--- src/ppte_pkg.sv ---
package ppte_pkg;

  localparam int unsigned SLOT_W = 12;
  localparam logic [15:0] EXPIRY_RESET = 16'd60;

  localparam logic OP_INSERT = 1'b0;
  localparam logic OP_LOOKUP = 1'b1;

  typedef struct packed {
    logic        opcode;
    logic [31:0] now_seconds;
    logic [63:0] src_addr_hi;
    logic [63:0] src_addr_lo;
    logic [63:0] dst_addr_hi;
    logic [63:0] dst_addr_lo;
    logic [15:0] src_port;
    logic [63:0] probe_cookie;
  } query_t;

  typedef struct packed {
    logic              valid;
    logic              stop;
    logic              found;
    logic [SLOT_W-1:0] slot;
  } token_t;

endpackage

--- src/ppte_cell.sv ---
module ppte_cell #(
  parameter int unsigned IDX = 0
) (
  input  logic                  clk_i,
  input  logic                  rst_ni,
  input  ppte_pkg::query_t      query_i,
  input  logic [15:0]           expiry_i,
  input  ppte_pkg::token_t      tok_i,
  output ppte_pkg::token_t      tok_o,
  input  logic                  we_i,
  input  logic [ppte_pkg::SLOT_W-1:0] wslot_i
);

  ppte_pkg::token_t tok_q, tok_d;
  logic [31:0] start_q;
  logic [63:0] src_hi_q, src_lo_q, dst_hi_q, dst_lo_q, cookie_q;
  logic [15:0] port_q;
  logic        live, same, fresh, hit_cookie, wr;
  logic [31:0] age;

  assign wr         = we_i && (wslot_i == ppte_pkg::SLOT_W'(IDX));
  assign live       = (start_q != 32'd0);
  assign same       = (port_q == query_i.src_port) &&
                      (src_hi_q == query_i.src_addr_hi) && (src_lo_q == query_i.src_addr_lo) &&
                      (dst_hi_q == query_i.dst_addr_hi) && (dst_lo_q == query_i.dst_addr_lo);
  assign age        = query_i.now_seconds - start_q;
  assign fresh      = (query_i.now_seconds >= start_q) && (age <= {16'd0, expiry_i});
  assign hit_cookie = (cookie_q == query_i.probe_cookie);

  always_comb begin
    tok_d = tok_i;
    if (tok_i.valid && !tok_i.stop) begin
      if (query_i.opcode == ppte_pkg::OP_INSERT) begin
        if (live && same) begin
          tok_d.stop  = 1'b1;
          tok_d.found = 1'b1;
          tok_d.slot  = ppte_pkg::SLOT_W'(IDX);
        end else if (!live || !fresh) begin
          tok_d.found = 1'b1;
          tok_d.slot  = ppte_pkg::SLOT_W'(IDX);
        end
      end else if (live && fresh && hit_cookie && same) begin
        tok_d.stop  = 1'b1;
        tok_d.found = 1'b1;
        tok_d.slot  = ppte_pkg::SLOT_W'(IDX);
      end
    end
  end

  always_ff @(posedge clk_i or negedge rst_ni) begin
    if (!rst_ni) begin
      tok_q   <= '0;
      start_q <= 32'd0;
    end else begin
      tok_q <= tok_d;
      if (wr) begin
        start_q <= query_i.now_seconds;
      end
    end
  end

  always_ff @(posedge clk_i) begin
    if (wr) begin
      src_hi_q <= query_i.src_addr_hi;
      src_lo_q <= query_i.src_addr_lo;
      dst_hi_q <= query_i.dst_addr_hi;
      dst_lo_q <= query_i.dst_addr_lo;
      port_q   <= query_i.src_port;
      cookie_q <= query_i.probe_cookie;
    end
  end

  assign tok_o = tok_q;

endmodule

--- config.mk ---
export PLATFORM = sky130hd
export DESIGN_NAME = ppte_cell
export DESIGN_NICKNAME = d
export VERILOG_FILES = /design/src/ppte_pkg.sv /design/src/ppte_cell.sv
export SDC_FILE = /design/constraint.sdc
export NUM_CORES = 1
export LEC_CHECK = 0
export BUFFER_PORTS_ARGS = -buffer_cell sky130_fd_sc_hd__buf_2
export CORE_ASPECT_RATIO = 0.6
export CORE_MARGIN = 2
export CORE_UTILIZATION = 54
export CTS_CLUSTER_DIAMETER = 120
export DETAILED_ROUTE_END_ITERATION = 8
export HOLD_SLACK_MARGIN = 0.1
export PLACE_DENSITY = 0.8
export REMOVE_ABC_BUFFERS = 1
export SYNTH_ARGS = -nofsm -noshare
export SYNTH_HDL_FRONTEND = slang
export SYNTH_SLANG_ARGS = --single-unit
--- constraint.sdc ---
create_clock -name clk_i -period 5 [get_ports clk_i]
set_input_delay 0.5 -clock clk_i [delete_from_list [all_inputs] [get_ports clk_i]]
set_output_delay 0.5 -clock clk_i [all_outputs]
set_load 0.005 [all_outputs]
# Word-level counts from Yosys, hierarchy flattened
# Index checks and enable logic that the tools add are counted.
[word_totals]
out_inout_bits = 15
ff_bits = 383
input_bits = 415
[classes]
reduce_logical = 17
n_lt_le_gt_ge = 2
add_sub_neg = 1
mux = 6
n_eq_ne = 6
[op_table]
columns = ["cell", "count"]
rows = [
  ["== test 64 bit", 5],
  ["2-to-1 mux 14 bit", 3],
  [">= comparator 32 bit", 1],
  ["less-or-equal comparator 32 x 16 -> 1 bit", 1],
  ["nonzero test 32 bit", 1],
  ["subtractor 32 bit", 1],
  ["2-to-1 mux 13 bit", 2],
  ["== test 16 bit", 1],
  ["zero test 12 bit", 1],
  ["logical AND 1 bit", 11],
  ["zero test 1 bit", 3],
  ["logical OR 1 bit", 1],
  ["2-to-1 mux 1 bit", 1],
]

# Depth between registers and ports, before layout
[depth]
depth_word = 9
mapped_depth = 23
depth_no_buf = 22

# Worst setup path before layout
# No wires, ideal clock.
[synth_path]
path_type = "in2reg"
startpoint = "input port wslot_i[7] (netlist name)"
endpoint = "register start_q[22]"
t_required_ns = 4.435
path_stages = 5
setup_slack_ns = -6.218
t_arrival_ns = 10.653
n_path_buf = 1
cell_sequence = "nor4b_1 -> nand4_1 -> clkinv_1 -> clkbuf_1 -> o21ai_0"
[synth_via]
elab_chain_cells = 2
[synth_lines]
columns = ["element", "line", "rtl"]
rows = [
  ["from (decl)", "ppte_cell.sv:11", "input logic [ppte_pkg::SLOT_W-1:0] wslot_i"],
  ["zero test 12 bit", "ppte_cell.sv:21", "assign wr = we_i && (wslot_i == ppte_pkg::SLOT_W'(IDX));"],
  ["logical AND 1 bit", "ppte_cell.sv:21", ""],
  ["via wr", "ppte_cell.sv:18", "logic live, same, fresh, hit_cookie, wr;"],
  ["to (signal assigned)", "ppte_cell.sv:57", "start_q <= query_i.now_seconds;"],
  ["to (decl)", "ppte_cell.sv:15", "logic [31:0] start_q;"],
]
# The timed path passes the listed nets, and every way through them passes these cells.
# A chain may end at the register's enable or synchronous reset.

==> run_results.csv <==
group,metric,value,unit
outcome,status,"complete, no violations",
clocking,cts_htree_levels,2,
route,wl,45.9,mm
clocking,cts_root_buffer,"clkbuf_16",
placement,io_buffers,429,
yosys,synth_edf_count,336,
worst_hold_path,hold_class,"in -> async",
flow_run,max-cap-violations,0,
sta,finClkSkew,16.0,ps
sta,max-slew-margin-rel,46.2,%
setup_path,start_kind,"register",
route,first_iter_violations,1005,
finish,most-common-layout-cells,"buf_2, edfxtp_1, xor2_1",
route,drc,0,
route,ant_nets,0,
yosys,synth_seq_cells,383,
sta,layout_setup_ws,229,ps
finish,final_util,68.0,%
grt,grt_pass1_vias,12500,
setup_path,crit_end,"tok_o[5]",
placement,pre_cts_ws,-211,ps
yosys,ys_seq_area_share,62.4,%
pwr,clkPwrFrac,41.0,%
pwr,vdd_ir_drop_max,0.310,mV
placement,gp_congestion,0.910,
clocking,insertion_delay,530,ps
pwr,p_leak,8.65,nW
clocking,clock_sinks,383,
pwr,p_int,0.00533,W
clocking,cts.path.max_buffers,3,
sta,fin_crit_sh,95.4,%
sta,worstMarginPinSlew,807,ps
yosys,synth_cells,1350,
route,routed_via_density,5.42,
grt,grt_pass1_wl,69.3,mm
die,rows,51,
sta,drv_slew,0,
die,io-pin-count,430,
setup_path,arrival,5240,ps
setup_path,timing.rr.end,"tok_o[5]",
die,die_h,146,um
pwr,p_comb_share,7.8,%
clocking,clk_pin_slew,70,ps
sta,hold_ws,118,ps
setup_path,cp.required,5470,ps
yosys,ys.flop_type,"edfxtp_1",
grt,grt_usage,25.7,%
yosys,syn_area_per_cell,13.4,sq um
sta,hold_viol_final,0,
sta,max_clock_freq,210,MHz
yosys,ys_async_sr_fraction,12.3,%
sta,rsz0062_at_grt,"false",
route,routed-via-count,12600,
clocking,cts_buffers,36,
placement,post-dp-hpwl,35.1,mm
die,core_area,32700,sq um
finish,drive_gt1_share,28.4,%
grt,grt-ovfl-total,0,
route,wl_per_cell,19.8,um
sta,setup_viol,0,
setup_path,crit_path_max_fanout,6,
yosys,synth_cell_types,67,
die,start_util,55.3,%
finish,area_growth_syn_to_layout,23.1,%
grt,grt_max_degree,114,
die,die_area,35000,sq um
grt,antenna_found_initial,18,
sta,period_minus_slack,4770,ps
clocking,tritoncts,"built",
setup_path,rrSetupSlack,230,ps
pwr,seq_power_share,51.2,%
yosys,yosysWarnings,0,
setup_path,worstReg2RegStart,"start_q[0]",
pwr,p_sw_share,21.7,%
pwr,power.density,306,nW/um^2
finish,finalNetCount,2289,
pwr,netSwitchingPower,0.00148,W
finish,layout_commonest_cell,"buf_2",
die,fp.dieW,240,um
setup_path,cp-startpoint,"start_q[0]",
setup_path,rr_worst_depth,22,
yosys,syn-cell-area,18100,sq um
setup_path,endpoint_kind,"register",
setup_path,path_class,"reg -> reg",
route,first_pass_iters,5,
-- area by class of cell --
type                            instances  area, sq um
Inverter                               86          330
Timing Repair Buffer                  451         2380
Sequential cell                       383        11300
Antenna cell                           16         40.0
Tap cell                              450          563
Clock inverter                         17          220
Multi-Input combinational cell        867         6450
Fill cell                            2426        10400
Clock buffer                           49          970
-- per-layer routing --
metal / share of wire (%) / global-route usage, % / up-vias
met5: 0.10 / 0 / -
met1: 44 / 36.0 / 6015
met2: 45 / 39.5 / 509
met4: 2.4 / 6.83 / 8
met3: 9.0 / 7.26 / 73
li1: - / - / 5972
-- critical path, cell delays in order (launching register included) --
cell	delay [ps]
dfrtp_1	400
ha_2	200
fa_2	340
nand2b_4	170
a21o_1	190
a21oi_2	220
nand3_1	130
nand2_2	90
a31oi_1	90
xnor2_1	150
ha_1	300
nand4_1	170
nor4_2	220
or3_1	150
a21oi_1	60
a2111oi_4	320
o2111ai_2	150
nor4_2	190
o2111ai_2	180
or3_4	410
a21oi_4	240
clkbuf_16	200
and2_1	130
-- registers in the layout, indices dropped and copies added (netlist names) --
register,cells
cookie_q,64
dst_hi_q,64
dst_lo_q,64
src_hi_q,64
src_lo_q,64
start_q,32
port_q,16
tok_o,15
-- per-stage QoR --
stage | area, sq um | total power (W) | setup TNS [ps] | std cells
4_1_cts | 22100 | 0.00684 | 0 | 2301
3_3_place_gp | 20900 | 0.00406 | -735 | 2234
5_1_grt | 22200 | 0.00704 | 0 | 2313
3_5_place_dp | 20900 | 0.00408 | -2630 | 2234
2_1_floorplan | 18000 | 0.00377 | -2004290 | 1336
6_report | 22200 | 0.00681 | 0 | 2319
-- power groups by stage --
| stage | sequential [W] | combinational (W) | clock [W] |
|---|---|---|---|
| global route | 0.00349 | 0.000586 | 0.00297 |
| global placement | 0.00356 | 0.000499 | 0 |
| CTS | 0.00349 | 0.000525 | 0.00283 |
| floorplan | 0.00356 | 0.000211 | 0 |
| detailed placement | 0.00356 | 0.000519 | 0 |
| finish | 0.00349 | 0.000532 | 0.00279 |
-- cells by family after synthesis --
family | synth area share [%]
AOI/OAI and AO/OA | 7.13
muxes | 0.0624
and+or+nand+nor | 8.92
DFF | 62.4
xor gates and xnor gates | 15.8
buffers and inverters | 2.23
adders and majority gates | 3.44
-- worst min-delay path by stage --
stage	from	to	slack, ps	cells past startpoint
final	rst_ni	tok_o[14]	120	2
after detailed placement	start_q[0]	start_q[0]	520	2
after global routing	query_i[155]	dst_hi_q[11]	130	1
after CTS	rst_ni	tok_o[14]	120	2
after global placement	start_q[0]	start_q[0]	510	2
after floorplan	rst_ni	start_q[0]	200	0
-- cell usage after synthesis (5+ instances only) --
master,number,area share [%]
o21a_1,6,0.25
dfrtp_1,47,6.5
a21oi_1,44,1.2
nor3_1,7,0.19
nand4_1,60,2.1
xnor2_1,138,6.7
nand2b_1,9,0.31
o21bai_1,5,0.21
a211oi_1,5,0.21
nor2b_1,7,0.24
o22ai_1,11,0.38
nand3_1,10,0.28
a21o_1,8,0.33
clkbuf_1,7,0.15
inv_1,85,1.8
o21ai_0,56,1.6
ha_1,48,3.3
nor2_1,34,0.71
nor4_1,68,2.4
edfxtp_1,336,56
and2_1,13,0.45
xor2_1,188,9.1
a221oi_1,6,0.29
nand2_1,68,1.4
o2bb2ai_1,7,0.34
-- timing repair --
item	in CTS	in global routing
hold endpoints to repair	1	0
endpoints found under the setup margin	13	14
pin swaps	0	4
hold buffers	1	0
gates resized for setup	1	13
setup buffers	0	1
gates cloned	0	1
(Power assumes the default switching activity.)
